**config.mk**
```make
export PLATFORM = sky130hd
export DESIGN_NAME = swm_cell
export DESIGN_NICKNAME = d
export VERILOG_FILES = /design/src/hw/rtl/sliding_window_median_defines.svh /design/src/hw/rtl/swm_pkg.sv /design/src/hw/rtl/swm_cell.sv
export SDC_FILE = /design/constraint.sdc
export NUM_CORES = 1
export LEC_CHECK = 0
export BUFFER_PORTS_ARGS = -buffer_cell sky130_fd_sc_hd__buf_2
export CORE_UTILIZATION = 45
export CTS_BUF_LIST = sky130_fd_sc_hd__clkbuf_16
export DETAILED_ROUTE_END_ITERATION = 16
export PLACE_DENSITY_LB_ADDON = 0.05
export SLEW_MARGIN = 25
export SYNTH_ARGS = -nofsm -noshare
export SYNTH_HDL_FRONTEND = slang
export SYNTH_SLANG_ARGS = --single-unit
```
**constraint.sdc**
```tcl
create_clock -name clk -period 2.8 [get_ports clk]
set_input_delay 0.14 -clock clk [delete_from_list [all_inputs] [get_ports clk]]
set_output_delay 0.14 -clock clk [all_outputs]
set_load 0.05 [all_outputs]
```
**src/hw/rtl/sliding_window_median_defines.svh**
```systemverilog
// Assertion macros shared by the sliding window median RTL
`ifndef SLIDING_WINDOW_MEDIAN_DEFINES_SVH
`define SLIDING_WINDOW_MEDIAN_DEFINES_SVH

// same-cycle implication, sampled on clk, off while arst_n is low
`define SWM_ASSERT(name, ante, cons) \
	name: assert property (@(posedge clk) disable iff (!arst_n) (ante) |-> (cons)) \
		else $error("swm: same-cycle check failed");

// next-cycle implication
`define SWM_ASSERT_NEXT(name, ante, cons) \
	name: assert property (@(posedge clk) disable iff (!arst_n) (ante) |=> (cons)) \
		else $error("swm: next-cycle check failed");

`endif

```
**src/hw/rtl/swm_pkg.sv**
```systemverilog
// Package: constants and shared types of the sliding window median
`default_nettype none

package swm_pkg;

	localparam int WINDOW_MAX_DEF = 64;
	localparam int DATA_WIDTH_DEF = 32;

	// window_size register
	localparam int WS_W = 7;
	localparam logic [WS_W-1:0] WS_RESET = 7'd3;

	// APB port: one 32-bit register at byte address 0
	localparam int APB_AW = 3;
	localparam int APB_DW = 32;
	localparam logic [APB_AW-3:0] REG_WINDOW_SIZE = 1'b0;

	// per-cycle command to the cell row
	typedef struct packed {
		logic shift;  // new sample enters cell 0, the row moves down
		logic clear;  // start of sequence: drop older samples
		logic load;   // probes take the ring neighbor's sample, counts clear
		logic step;   // compare against probe, then rotate probes
	} cell_cmd_t;

endpackage

`default_nettype wire

```
**src/hw/rtl/swm_cell.sv**
```systemverilog
// One cell of the sample row: sample, probe and rank counter
`default_nettype none

module swm_cell #(
	parameter int DATA_WIDTH = swm_pkg::DATA_WIDTH_DEF,
	parameter int WINDOW_MAX = swm_pkg::WINDOW_MAX_DEF,
	parameter int J          = 0
) (
	input  logic                            clk,
	input  logic                            arst_n,
	input  swm_pkg::cell_cmd_t              cmd,
	input  logic signed [DATA_WIDTH-1:0]    shift_data,
	input  logic                            valid_in,
	input  logic signed [DATA_WIDTH-1:0]    ring_value,
	input  logic signed [DATA_WIDTH-1:0]    ring_probe,
	input  logic [$clog2(WINDOW_MAX)-1:0]   step_m,
	input  logic [$clog2(WINDOW_MAX)-1:0]   klast,
	input  logic [$clog2(WINDOW_MAX)-1:0]   rank,
	output logic signed [DATA_WIDTH-1:0]    value,
	output logic                            valid,
	output logic signed [DATA_WIDTH-1:0]    probe,
	output logic                            hit
);
	import swm_pkg::*;

	localparam int IDX_W = $clog2(WINDOW_MAX);
	localparam logic [IDX_W-1:0] POS = IDX_W'(J);
	localparam logic FIRST = (J == 0);

	logic signed [DATA_WIDTH-1:0] value_q;
	logic signed [DATA_WIDTH-1:0] probe_q;
	logic                         valid_q;
	logic [IDX_W-1:0]             cnt_q;
	logic                         below;

	// probe sits m places behind in the ring; equal values rank by age
	assign below = (probe_q < value_q) || ((probe_q == value_q) && (step_m <= POS));

	always_ff @(posedge clk or negedge arst_n) begin
		if (!arst_n) begin
			valid_q <= 1'b0;
		end else if (cmd.shift) begin
			valid_q <= FIRST | (valid_in & ~cmd.clear);
		end
	end

	always_ff @(posedge clk) begin
		if (cmd.shift) begin
			value_q <= shift_data;
		end
		if (cmd.load) begin
			probe_q <= ring_value;
			cnt_q   <= '0;
		end else if (cmd.step) begin
			probe_q <= ring_probe;
			if (below) begin
				cnt_q <= cnt_q + 1'b1;
			end
		end
	end

	assign value = value_q;
	assign valid = valid_q;
	assign probe = probe_q;
	assign hit   = (POS <= klast) && (cnt_q == rank);

endmodule

`default_nettype wire

```
==> impl_metrics.ini <==
[outcome]
outcome = finished, final reports clean

[grt]
grt_pass1_vias = 3024
antenna_found_initial = 0
grt_pass1_wl_microns = 13370
grt_util_all_layers_pct = 21.04
grt.overflow.total = 0
grt_max_degree = 34

[logic_synthesis]
synthTopCellsByCount = edfxtp_1 (64), inv_1 (34), ha_1 (33)
async_flop_share_pct = 1.408
synth_top_family_by_area = adder cells
synth_compound_area_share_pct = 6.035
ys_ff_latch = 71
syn-cell-area_sq_um = 3525
ys.warnings.count = 0
syn_inst = 258
synth-edff-count = 64
yosysMostFrequentCell = edfxtp_1
synth_nets = 412
yosysTopAreaCellShare_pct = 54.53
yosysUniqueCellTypes = 34
seq_area_frac_synth_pct = 58.64
synth_top_cell_by_area = edfxtp_1
synth_fa_ha_area_share_pct = 11.71
synth_area_leaders = edfxtp_1 (55%), ha_1 (12%), mux2_2 (10%)
synth.area.mux_share_pct = 10.51
synth_xor_area_share_pct = 1.739
synthSimpleGateAreaFrac_pct = 7.313
synth_area_per_cell_sq_um = 13.66
ys.flop_type = edfxtp_1

[power_and_ir_drop]
leakagePower_uw = 0.002399
ir_worst_vdd_mv = 0.3768
p_per_area_nw_per_um2 = 625.8

[critical_path]
critical_path_arrival_ps = 2770
critPathSlowestCell = nor4_2
crit_chain = ha_1 > nand4_2 > nor4_2 > a41oi_1 > o311ai_1 > nand4b_4 > or3_1 > a21oi_1
end_kind = flip-flop
r2r_slack_ps = 290
required_ps = 3050
max_stage_delay_ps = 400
cp_max_fo = 10
critPathLaunchType = flip-flop
critPathKind = flip-flop to flip-flop

[floorplanning]
ios = 187
fp.dieW_microns = 90.50
dieArea_sq_um = 8190
row_count = 31
initial_core_util_pct = 47.58
coreArea_sq_um = 7408
die_h_microns = 90.50

[finish]
antenna_cells = 0
nets = 631
drive_gt1_share_pct = 47.72
fillers = 563
synthToLayoutAreaGrowth_pct = 45.90
stdcell_count = 581

[placement]
place.gp.congestion = 0.7114
numPortBuffers = 178
dp_cells = 532
dp_hpwl_microns = 6013
pre_cts_ws_ps = 265.7

[route]
route.detailed.drc = 0
vias = 2832
post_drt_wl_per_cell_microns = 14.07
drt_first_pass_iters = 4
wl_microns = 8175
drt_iter0_markers = 85
ant_nets = 0
viasPerCell = 4.874

[clocking]
cts_max_level = 3
worstSkewPairLatency_ps = 330
ctsLongestPathBuffers = 2
numClockSinks = 71
cts_buffers = 9
path_clk_slew_ps = 50
cts_resized = 0
cts_tree = built
cts-root-buf = clkbuf_16

[timing]
fmax_mhz = 398.1
period_minus_slack_ps = 2512
fin_tns_setup_ps = 0
hold_viol = 0
tightestPinTransition_ps = 814.1
final_max_slew_viol_count = 0
setup_slack_ps = 287.8
slew_headroom_pct = 45.73
skew_ps = 4.287
rsz0062_at_grt = false
setup_viol = 0
finalCritPeriodShare_pct = 89.72

[hold_path]
hp-class = primary input to async pin

[job]
drv_cap = 0
## registers in the layout (all words and copies together) (netlist names)
signal,cells
probe,32
value,32
cnt_q,6
valid,1
## critical path: cells and delay by family, from the launching register on
| family | cells | cell delay (ps) |
|---|---|---|
| simple gates | 4 | 1200 |
| compound gates | 3 | 500 |
| flops | 1 | 390 |
| fa+ha+maj | 1 | 350 |
## cell usage in the layout (no fill, tap or decap), types with 6 or more instances in the layout
cell type      count
a21oi_1           18
buf_2            178
clkbuf_16          9
dfxtp_1            6
dlygate4sd3_1     33
edfxtp_1          64
ha_1              33
inv_1             35
mux2_2            32
nand2_1            8
nand4_1            7
o21ai_0            8
## power by group
part	switching (uW)	internal, uW	total [uW]
Combinational	546	279	824
Sequential	51.9	1270	1320
Clock	401	673	1070
Total	999	2220	3220
## per-stage QoR
step / utilization [%] / total power [uW] / hold slack (ps) / area, sq um
global route: 69.41 / 3356 / 112.1 / 5142
finish: 69.41 / 3218 / 111.1 / 5142
detailed placement: 61.17 / 2132 / -82.32 / 4532
global placement: 61.17 / 2119 / -85.14 / 4532
CTS: 69.41 / 3234 / 107.8 / 5142
floorplan: - / 1893 / -155.6 / 3525
## cell type report
| type | instances | area (sq um) | share of cell area [%] |
|---|---|---|---|
| Clock inverter | 7 | 55.05 | 1.071 |
| Inverter | 34 | 127.6 | 2.482 |
| Sequential cell | 71 | 2067 | 40.19 |
| Tap cell | 99 | 123.9 | 2.409 |
| Clock buffer | 9 | 225.2 | 4.380 |
| Timing Repair Buffer | 212 | 1229 | 23.89 |
| Multi-Input combinational cell | 149 | 1315 | 25.57 |
## kinds of logic (layout without fill, tap and decap cells)
logic type      Yosys count  count (layout)
flops                    71              71
simple gates             40              40
buf+inv                  38             262
compound gates           36              36
fa+ha+maj                33              33
mux                      33              33
xor+xnor                  7               7
## path summary, 6_finish.rpt
path / start / end / cells past startpoint
hold / removal: arst_n / valid$_DFFE_PN0P_ / 2
max in group asynchronous: arst_n / valid$_DFFE_PN0P_ / 2
setup / recovery: probe[30]$_DFFE_PP_ / cnt_q[3]$_SDFFE_PP0P_ / 8
setup reg to reg: probe[30]$_DFFE_PP_ / cnt_q[3]$_SDFFE_PP0P_ / 8
hold reg to reg: valid$_DFFE_PN0P_ / valid$_DFFE_PN0P_ / 1
min in group clk: ring_probe[14] / probe[14]$_DFFE_PP_ / 2
## timing repair
action | 4_1_cts | 5_1_grt
setup buffers | 0 | 0
endpoints found under the hold margin | 33 | 0
hold buffers | 33 | 0
## layer usage
layer / part of all wire, % / vias up / GRT usage [%] / wire length (microns)
li1: - / 1400 / - / -
met1: 42 / 1297 / 24.11 / 3433
met2: 50 / 117 / 36.36 / 4053
met3: 5.8 / 18 / 4.882 / 471
met4: 2.7 / 0 / 11.16 / 217
met5: 0 / - / 0 / 0
No activity file was read; power rests on OpenSTA's default activity.
