`src/hw/rtl/sliding_window_median_defines.svh`:
```
// Assertion macros shared by the sliding window median RTL
`ifndef SLIDING_WINDOW_MEDIAN_DEFINES_SVH
`define SLIDING_WINDOW_MEDIAN_DEFINES_SVH

// same-cycle implication, sampled on clk, off while arst_n is low
`define SWM_ASSERT(name, ante, cons) \
	name: assert property (@(posedge clk) disable iff (!arst_n) (ante) |-> (cons)) \
		else $error("swm: same-cycle check failed");

// next-cycle implication
`define SWM_ASSERT_NEXT(name, ante, cons) \
	name: assert property (@(posedge clk) disable iff (!arst_n) (ante) |=> (cons)) \
		else $error("swm: next-cycle check failed");

`endif

```
`src/hw/rtl/swm_pkg.sv`:
```
// Package: constants and shared types of the sliding window median
`default_nettype none

package swm_pkg;

	localparam int WINDOW_MAX_DEF = 64;
	localparam int DATA_WIDTH_DEF = 32;

	// window_size register
	localparam int WS_W = 7;
	localparam logic [WS_W-1:0] WS_RESET = 7'd3;

	// APB port: one 32-bit register at byte address 0
	localparam int APB_AW = 3;
	localparam int APB_DW = 32;
	localparam logic [APB_AW-3:0] REG_WINDOW_SIZE = 1'b0;

	// per-cycle command to the cell row
	typedef struct packed {
		logic shift;  // new sample enters cell 0, the row moves down
		logic clear;  // start of sequence: drop older samples
		logic load;   // probes take the ring neighbor's sample, counts clear
		logic step;   // compare against probe, then rotate probes
	} cell_cmd_t;

endpackage

`default_nettype wire

```
`src/hw/rtl/swm_ctrl.sv`:
```
// Sequencer and window_size register of the sliding window median
`default_nettype none
`include "sliding_window_median_defines.svh"

module swm_ctrl #(
	parameter int WINDOW_MAX = swm_pkg::WINDOW_MAX_DEF
) (
	input  logic                              clk,
	input  logic                              arst_n,
	input  logic                              psel,
	input  logic                              penable,
	input  logic                              pwrite,
	input  logic [swm_pkg::APB_AW-1:0]        paddr,
	input  logic [swm_pkg::APB_DW-1:0]        pwdata,
	output logic [swm_pkg::APB_DW-1:0]        prdata,
	output logic                              pready,
	input  logic                              in_valid,
	input  logic                              in_first,
	output logic                              in_ready,
	input  logic [WINDOW_MAX-1:0]             valid_vec,
	input  logic                              out_free,
	output logic                              emit,
	output swm_pkg::cell_cmd_t                cmd,
	output logic [$clog2(WINDOW_MAX)-1:0]     step_m,
	output logic [$clog2(WINDOW_MAX)-1:0]     klast,
	output logic [$clog2(WINDOW_MAX)-1:0]     rank
);
	import swm_pkg::*;

	localparam int IDX_W = $clog2(WINDOW_MAX);

	typedef enum logic [3:0] {
		S_IDLE = 4'b0001,
		S_LOAD = 4'b0010,
		S_RANK = 4'b0100,
		S_DONE = 4'b1000
	} state_t;

	state_t            state_q, state_d;
	logic [WS_W-1:0]   ws_q;
	logic [IDX_W-1:0]  m_q, m_d;
	logic [APB_AW-3:0] reg_idx;
	logic              full;
	logic              in_fire;

	assign reg_idx = paddr[APB_AW-1:2];
	assign pready  = 1'b1;
	assign prdata  = (reg_idx == REG_WINDOW_SIZE) ? APB_DW'(ws_q) : '0;

	always_ff @(posedge clk or negedge arst_n) begin
		if (!arst_n) begin
			ws_q <= WS_RESET;
		end else if (psel && penable && pwrite && pready && (reg_idx == REG_WINDOW_SIZE)) begin
			ws_q <= pwdata[WS_W-1:0];
		end
	end

	// k - 1, with zero taken as 1 and large values held at WINDOW_MAX
	always_comb begin
		if (ws_q == '0) begin
			klast = '0;
		end else if (32'(ws_q) > 32'(WINDOW_MAX)) begin
			klast = IDX_W'(WINDOW_MAX - 1);
		end else begin
			klast = IDX_W'(ws_q - 1'b1);
		end
	end

	assign rank     = klast >> 1;
	assign full     = valid_vec[klast];
	assign in_ready = (state_q == S_IDLE);
	assign in_fire  = in_valid && in_ready;
	assign step_m   = m_q;

	always_comb begin
		state_d   = state_q;
		m_d       = m_q;
		cmd       = '0;
		emit      = 1'b0;
		unique case (state_q)
			S_IDLE: begin
				if (in_fire) begin
					cmd.shift = 1'b1;
					cmd.clear = in_first;
					state_d   = S_LOAD;
				end
			end
			S_LOAD: begin
				if (!full) begin
					state_d = S_IDLE;
				end else begin
					cmd.load = 1'b1;
					m_d      = IDX_W'(1);
					state_d  = (klast == '0) ? S_DONE : S_RANK;
				end
			end
			S_RANK: begin
				cmd.step = 1'b1;
				m_d      = m_q + 1'b1;
				if (m_q == klast) begin
					state_d = S_DONE;
				end
			end
			S_DONE: begin
				if (out_free) begin
					emit    = 1'b1;
					state_d = S_IDLE;
				end
			end
			default: begin
				state_d = S_IDLE;
			end
		endcase
	end

	always_ff @(posedge clk or negedge arst_n) begin
		if (!arst_n) begin
			state_q <= S_IDLE;
			m_q     <= '0;
		end else begin
			state_q <= state_d;
			m_q     <= m_d;
		end
	end

	`SWM_ASSERT_NEXT(a_fire_to_load, in_fire, state_q == S_LOAD)
	`SWM_ASSERT(a_step_in_range, state_q == S_RANK, (m_q != '0) && (m_q <= klast))
	`SWM_ASSERT(a_done_needs_full, state_q == S_DONE, valid_vec[klast])

endmodule

`default_nettype wire

```
`config.mk`:
```
export PLATFORM = sky130hd
export DESIGN_NAME = swm_ctrl
export DESIGN_NICKNAME = d
export VERILOG_FILES = /design/src/hw/rtl/swm_pkg.sv /design/src/hw/rtl/swm_ctrl.sv
export VERILOG_INCLUDE_DIRS = /design/src /design/src/hw/rtl
export SDC_FILE = /design/constraint.sdc
export NUM_CORES = 1
export LEC_CHECK = 0
export BUFFER_PORTS_ARGS = -buffer_cell sky130_fd_sc_hd__buf_2
export CAP_MARGIN = 30
export CELL_PAD_IN_SITES_DETAIL_PLACEMENT = 0
export CELL_PAD_IN_SITES_GLOBAL_PLACEMENT = 1
export CORE_AREA = 2 2 103 105
export DETAILED_ROUTE_END_ITERATION = 12
export DIE_AREA = 0 0 105 107
export PLACE_DENSITY = 0.75
export SLEW_MARGIN = 20
export SYNTH_ARGS = -nofsm -noshare
export SYNTH_HDL_FRONTEND = slang
export SYNTH_SLANG_ARGS = --single-unit
```
`constraint.sdc`:
```
create_clock -name clk -period 7.68 [get_ports clk]
set_input_delay 1.536 -clock clk [delete_from_list [all_inputs] [get_ports clk]]
set_output_delay 1.536 -clock clk [all_outputs]
set_load 0.1 [all_outputs]
```
==> run metrics, run 1 <==
standard-cell rows 37; Slew headroom 0.368; Yosys cell types 82; startpoint types flop; CORE AREA 10100 µm²; fillers 1128; worst path required time 6.14 ns; status complete, no violations; top-level I/O count 164; DP Wirelength 8570 µm; clock transition time at the flip-flop clock pins of the worst setup and hold paths 0.08 ns; sequential share of power 0.137; initial antenna violation count 0; Starting Density 0.295; clk_lat worst skew 0.26 ns; ys flop type dfrtp_1; GR Util All Layers 0.193; Synth Instances 395; layout cells sized above 1 0.309; WL final 11300 µm; Leak 1.48 nW; delay-heaviest family, CP simple AND/OR/NAND/NOR gates; maximum vdd drop 0.178 mV; DR vias 3431; Worst Path Buf+Inv 2; largest family of logic cells by synthesized area compound AO/OA/AOI/OAI gates; part of the cycle the worst path needs 0.782; final hold viol count 0; Clock Tree Buf Depth 2; Power Dens Cells 382 nW/µm²; Yosys top cell by area dfrtp_1; Slowest cell on crit path ha_1; total gr overflow 0; switching power 0.902 mW; synthesized flop and latch total 17; # clock sinks 17; CTS root buf clkbuf_8; top post-synthesis cells by count buf_4 (33), a21oi_1 (25), nor2_1 (22); routability cong. 0.931; H-tree depth 1; Seq/Total Area, Yosys 0.144; overall power 1.32 mW; first-pass GRT wire length 17400 µm; post-synthesis mux area share 0.0538; post_cts resized 0; number of diodes 0; TritonCTS clock tree yes; hold_buf cts 0; Register Area 429 µm²; crit path max fanout 19; WL per Instance 18.5 µm; DRC errors left 0; max cap viols 0; Setup CP Type reg2out; post-layout util 0.343; DIE AREA 11200 µm²; Post-Synth Simple-Gate Area 0.277; largest net degree at the start of global routing 31; Yosys warnings 0; Vias/cell 5.62; Synth Area in Compound Gates 0.329; P&R area growth vs syn 16.3%; Worst Tran Pin Value 0.946 ns; Final Max Slew Viols 0; Critical Path, Cell by Cell clkinv_1, ha_1, nor2b_1, a21oi_1, and3_1, o31ai_1, a2bb2oi_1, o2111ai_4, and2_1, buf_2; f_max 167 MHz; Clock Skews 0.00557 ns; clock group share of total power 0.054; post-route ant nets 0; setup TNS 0 ns; Crit path arrival time 4.47 ns; post-synthesis xor/xnor area fraction 0.0294; minimum clock period 6.00 ns; share of the synthesized area in the top cell type 0.118; Comb power frac 0.808; Hold WS 0.600 ns; Post-CTS Setup Inserts 0; asr flop ratio synth 1.00; Mapped Avg Cell Area 7.54 µm²; Final #Nets 586; Die Y 107 µm; total internal power 0.419 mW; vias in the first global route 3219; PortBufs 109; Inserted Clock Buffers 3; Worst Setup End Kind output port; # setup viols final 0; die width 105 µm; unrepaired setup endpoints after global routing no; area of the multi-input gates 2190 µm²; Synth Cell Area 2980 µm²; worst hold path class reg2reg; adder-cell share of the synthesized area 0.0126; ranking of synthesized cells by area dfrtp_1 (12%), buf_4 (8.3%), a21oi_1 (4.2%); Critical Path Max Stage Delay 0.86 ns; Iter 0 DRT Violations 366; Net Sw Frac 0.683; EDFF count, synth 0; First-pass DRT Iterations 5; top-count cell post-synth buf_4
per-stage QoR:
| stage | setup WS [ns] | cell area, µm² | std cells |
|---|---|---|---|
| floorplan | 1.25 | 3070 | 420 |
| global placement | 2.05 | 3420 | 607 |
| detailed placement | 1.99 | 3420 | 607 |
| CTS | 1.71 | 3460 | 611 |
| global route | 1.40 | 3460 | 611 |
| finish | 1.68 | 3460 | 611 |
layout by cell type, fill, tap and decap left out, drive strengths merged, types with 4 or more instances in the layout:
| cell | Yosys | layout |
|---|---|---|
| a21oi | 25 | 25 |
| o22ai | 7 | 7 |
| nand4 | 5 | 5 |
| nor2 | 25 | 25 |
| nor4 | 4 | 4 |
| dfrtp | 14 | 14 |
| a31oi | 12 | 12 |
| nand2b | 5 | 5 |
| nand2 | 19 | 19 |
| o21ai | 14 | 14 |
| nor3 | 19 | 19 |
| conb | 2 | 27 |
| o31ai | 7 | 7 |
| nand3 | 15 | 15 |
| mux2 | 8 | 8 |
| o211ai | 6 | 6 |
| buf | 55 | 113 |
| nor2b | 10 | 10 |
| inv | 11 | 11 |
| a211oi | 7 | 7 |
| o31a | 5 | 5 |
| nor3b | 6 | 6 |
| xnor2 | 7 | 7 |
| and3 | 7 | 7 |
| and2 | 6 | 6 |
| mux2i | 7 | 7 |
| or3 | 6 | 6 |
path summary, 6_finish.rpt:
| check | from | end | slack [ns] | cells after the start |
|---|---|---|---|---|
| hold reg to reg | state_q[1]$_DFFE_PN0P_ | state_q[0]$_DFFE_PN1P_ | 0.60 | 2 |
| setup / recovery | ws_q[0]$_DFFE_PN1P_ | cmd[1] | 1.68 | 10 |
| hold / removal | state_q[1]$_DFFE_PN0P_ | state_q[0]$_DFFE_PN1P_ | 0.60 | 2 |
| min in group asynchronous | arst_n | state_q[2]$_DFFE_PN0P_ | 1.20 | 1 |
| max in group asynchronous | arst_n | ws_q[0]$_DFFE_PN1P_ | 6.14 | 1 |
| setup reg to reg | ws_q[0]$_DFFE_PN1P_ | step_m[0]$_DFFE_PN0P_ | 3.59 | 9 |
tightest hold or removal path: cells and delay by family, from the launching register on:
family | cells | cell delay, ns
compound gates | 1 | 0.05
simple gates | 1 | 0.12
flops | 1 | 0.44
metal layers:
metal  track usage  up-vias  share of wire
li1              -     1612              -
met1         0.263     1592           0.43
met2         0.307      200           0.45
met3        0.0310       27          0.084
met4        0.0724        0          0.032
met5             0        -              0
cell type report:
class                      instances  area share
timing repair buffer             113       0.166
sequential                        17       0.124
inverter                          13      0.0141
clock buffer                       3      0.0119
clock inverter                     1     0.00145
tap                              136      0.0492
multi-input combinational        328       0.633
flip-flops by register name (all words and copies together) (netlist names):
name / cells
state_q: 4
ws_q: 7
step_m: 6
cells by family after synthesis:
kind of cell | Yosys count
mux | 15
buf+inv | 75
compound gates | 130
xor+xnor | 10
flops | 17
other cells | 2
fa+ha+maj | 3
simple gates | 143
power groups by stage:
| stage | sequential, mW | combinational, mW | clock, mW |
|---|---|---|---|
| after floorplan | 0.235 | 0.832 | 0 |
| after global placement | 0.180 | 1.05 | 0 |
| after detailed placement | 0.183 | 1.06 | 0 |
| after CTS | 0.181 | 1.06 | 0.0709 |
| after global routing | 0.190 | 1.13 | 0.0761 |
| final | 0.182 | 1.07 | 0.0715 |
(Power assumes the default switching activity.)
==> run 2: changes to the inputs <==
Settings changed: ABC_AREA set to 1, CORE_AREA 2 2 103 105 to 2 2 104 106, DIE_AREA 0 0 105 107 to 0 0 106 108, PLACE_DENSITY 0.75 to 0.73.
Clock period 7.68 ns to 5.35 ns, I/O delays scaled along.
==> run 2 against run 1 <==
Against the previous run: synthesized cell count up 3.3%; sequential share of layout area up 2.2 points; register-to-register slack worse by 1.2 ns; clock-buffer cell count unchanged; largest power group unchanged; power down 7.3%; synthesized area down 19%; global-route usage down 6.6 points; critical path depth up 7; non-clock buffer count down 1; worst hold slack worse by 0.088 ns.
==> run metrics, run 2 <==
Critical Path, Cell by Cell inv_1, ha_1, nand2_1, nor2_2, nand2_4, nand2_2, buf_4, nand2_1, nand2_1, nand2_1, nand2_1, a21oi_1, nand3_1, nand2_1, nand2_2, a21oi_2, buf_2; Mapped Avg Cell Area 5.88 µm² (-22%); die width 106 µm (+0.95%); post-layout util 0.287 (-0.0559); Final Max Slew Viols 0 (unchanged); top post-synthesis cells by count nand2_1 (123), inv_1 (56), nand3_1 (51); minimum clock period 4.45 ns; CTS root buf clkbuf_8; GR Util All Layers 0.127 (-0.0657); Setup CP Type reg2out; First-pass DRT Iterations 4 (-1); Final #Nets 614 (+4.8%); worst r2r dst step_m[1]$_DFFE_PN0P_; first-pass GRT wire length 11800 µm (-32%); post-route ant nets 0 (unchanged); Seq/Total Area, Yosys 0.179 (+0.0346); Yosys cell types 35 (-57%); Yosys top cell by area nand2_1; clk_lat worst skew 0.25 ns (about the same); fillers 1170 (+3.7%); final hold viol count 0 (unchanged); most used cell, CP nand2_1; post_cts resized 0 (unchanged); crit path max fanout 28 (+9); routability cong. 0.799 (-14%); status complete, no violations; hold_buf cts 0 (unchanged); top-level I/O count 164 (unchanged); WL final 7280 µm (-36%); # clock sinks 17 (unchanged); delay-heaviest family, CP simple AND/OR/NAND/NOR gates; Worst Tran Pin Value 0.509 ns (-0.437 ns); commonest non-fill, non-tap cell in the layout nand2_1; DRC errors left 0 (unchanged); # setup viols final 0 (unchanged); Power Dens Cells 417 nW/µm² (+9.3%); R2R depth 19 (+10); Largest Register ws_q; P&R area growth vs syn 22.4%; Synth Cell Area 2400 µm² (-19%); FF-to-FF setup slack 2.44 ns (-1.15 ns); setup TNS 0 ns (unchanged); max cap viols 0 (unchanged); unrepaired setup endpoints after global routing no; share of the synthesized area in the top cell type 0.192 (+0.0746); ys flop type dfrtp_1; clock transition time at the flip-flop clock pins of the worst setup and hold paths 0.07 ns (about the same); f_max 225 MHz; PortBufs 109 (unchanged); Clock Tree Buf Depth 2 (unchanged); startpoint types flop; Worst Path Buf+Inv 3 (+1); most frequent cells in the layout nand2_1 (123), buf_2 (109), inv_1 (56); Slew headroom 0.660 (+0.291); largest net degree at the start of global routing 29 (-6.5%); Worst Setup End Kind output port; layout cells sized above 1 0.282 (-0.0272); number of diodes 0 (unchanged); Die Y 108 µm (+0.93%); H-tree depth 1 (unchanged); launching point of the worst reg2reg path ws_q[0]$_DFFE_PN1P_; top-count cell post-synth nand2_1; Leak 1.77 nW (+19%); Post-CTS Setup Inserts 0 (unchanged); EDFF count, synth 0 (unchanged); worst setup path end cmd[1]; initial antenna violation count 0 (unchanged); DIE AREA 11400 µm² (+1.9%); WL per Instance 11.4 µm (-38%); standard-cell rows 37 (unchanged); part of the cycle the worst path needs 0.832; Clock Skews 0.00613 ns (+0.000570 ns); Inserted Clock Buffers 3 (unchanged); worst hold path class reg2reg; Synth Instances 408 (+3.3%); Slowest cell on crit path dfstp_2; asr flop ratio synth 1.00 (unchanged); DP Wirelength 5740 µm (-33%); synthesized flop and latch total 17 (unchanged); TritonCTS clock tree yes; CORE AREA 10200 µm² (+1.4%); Worst path depth 17 (+7); Vias/cell 4.14 (-26%); DR vias 2648 (-23%); vias in the first global route 2511 (-22%); total gr overflow 0 (unchanged); Crit path arrival time 3.38 ns (-1.09 ns); Yosys warnings 0 (unchanged); Worst Setup SP ws_q[0]$_DFFE_PN1P_; max reg flops 7 (unchanged); maximum vdd drop 0.179 mV (+0.12%); Iter 0 DRT Violations 176 (-52%); ranking of synthesized cells by area nand2_1 (19%), dfrtp_1 (15%), nand3_1 (11%); Critical Path Max Stage Delay 0.52 ns (-0.34 ns); worst path required time 4.28 ns (-1.86 ns); Starting Density 0.235 (-0.0604)
==> run 2: changes by cell type after synthesis, moves of 12 or more <==
| cell | before | now |
|---|---|---|
| inv_1 | 11 | 56 |
| nand3_1 | 15 | 51 |
| nand3b_1 | 3 | 18 |
| buf_2 | 15 | 3 |
| nand2_1 | 18 | 123 |
| a21oi_1 | 25 | 10 |
| nor3_1 | 18 | 1 |
==> run 2: area by class of cell <==
type | count | area (µm²) | share of cell area
well taps | 136 | 170 | 0.0579
clock inverters | 1 | 5.00 | 0.00170
flip-flops and latches | 17 | 429 | 0.146
repair buffers | 112 | 568 | 0.193
inverters | 63 | 236 | 0.0805
clock buffers | 3 | 41.3 | 0.0141
multi-input cells | 307 | 1490 | 0.506
==> run 2: worst reg2reg max path: stages (launching register included) <==
cell and delay (ns):
dfstp_2 0.52, inv_1 0.11, ha_1 0.24, nand2_1 0.08, nor2_2 0.05, nand2_4 0.28
nand2_2 0.26, buf_4 0.30, nand2_1 0.09, nand2_1 0.05, nand2_1 0.05, nand2_1 0.06
nand2_1 0.05, nand3_1 0.08, nand3_1 0.12, nand3_2 0.13, nand3_4 0.13, nand2_4 0.08
nand2_1 0.07, nand2_1 0.05
==> run 2: per-stage QoR <==
| step | cell area [µm²] | std cells | total power [mW] | setup slack [ns] | hold WS, ns |
|---|---|---|---|---|---|
| floorplan | 2490 | 433 | 1.01 | 0.315 | 0.478 |
| global placement | 2890 | 635 | 1.13 | 1.13 | 0.502 |
| detailed placement | 2890 | 635 | 1.14 | 1.10 | 0.508 |
| CTS | 2940 | 639 | 1.24 | 0.821 | 0.518 |
| global route | 2940 | 639 | 1.32 | 0.555 | 0.551 |
| finish | 2940 | 639 | 1.23 | 0.898 | 0.512 |
==> run 2: worst min path at each step <==
stage                                      start  cells after the start                      to
final                     state_q[1]$_DFFE_PN0P_                      1  state_q[1]$_DFFE_PN0P_
after global routing      state_q[1]$_DFFE_PN0P_                      1  state_q[1]$_DFFE_PN0P_
after CTS                 state_q[1]$_DFFE_PN0P_                      1  state_q[1]$_DFFE_PN0P_
after detailed placement  state_q[1]$_DFFE_PN0P_                      1  state_q[1]$_DFFE_PN0P_
after global placement     step_m[4]$_DFFE_PN0P_                      2   step_m[4]$_DFFE_PN0P_
after floorplan           state_q[1]$_DFFE_PN0P_                      1  state_q[1]$_DFFE_PN0P_
==> run 2: layer usage <==
metal / global-route usage / up-vias / share of wire
li1: - / 1395 / -
met1: 0.167 / 1147 / 0.47
met2: 0.221 / 98 / 0.45
met3: 0.0175 / 8 / 0.067
met4: 0.0329 / 0 / 0.014
met5: 0 / - / 0
==> run 2: kinds of logic (layout without fill, tap and decap cells) <==
kind of cell	count (synthesis)	count (layout)	share of synthesized area
flip-flops	17	17	0.179
AND/OR/NAND/NOR	251	251	0.489
XOR/XNOR	7	7	0.0255
AO/OA/AOI/OAI	19	19	0.0469
other	2	27	0.00313
adder cells (fa/ha/maj)	3	3	0.0156
buffers and inverters	109	179	0.241
==> run 2: report_power, final <==
part           internal (mW)  switching (mW)  total [mW]
Combinational          0.183           0.728       0.911
Clock                 0.0517          0.0444      0.0961
Sequential             0.170          0.0476       0.218
Total                  0.405           0.820        1.23
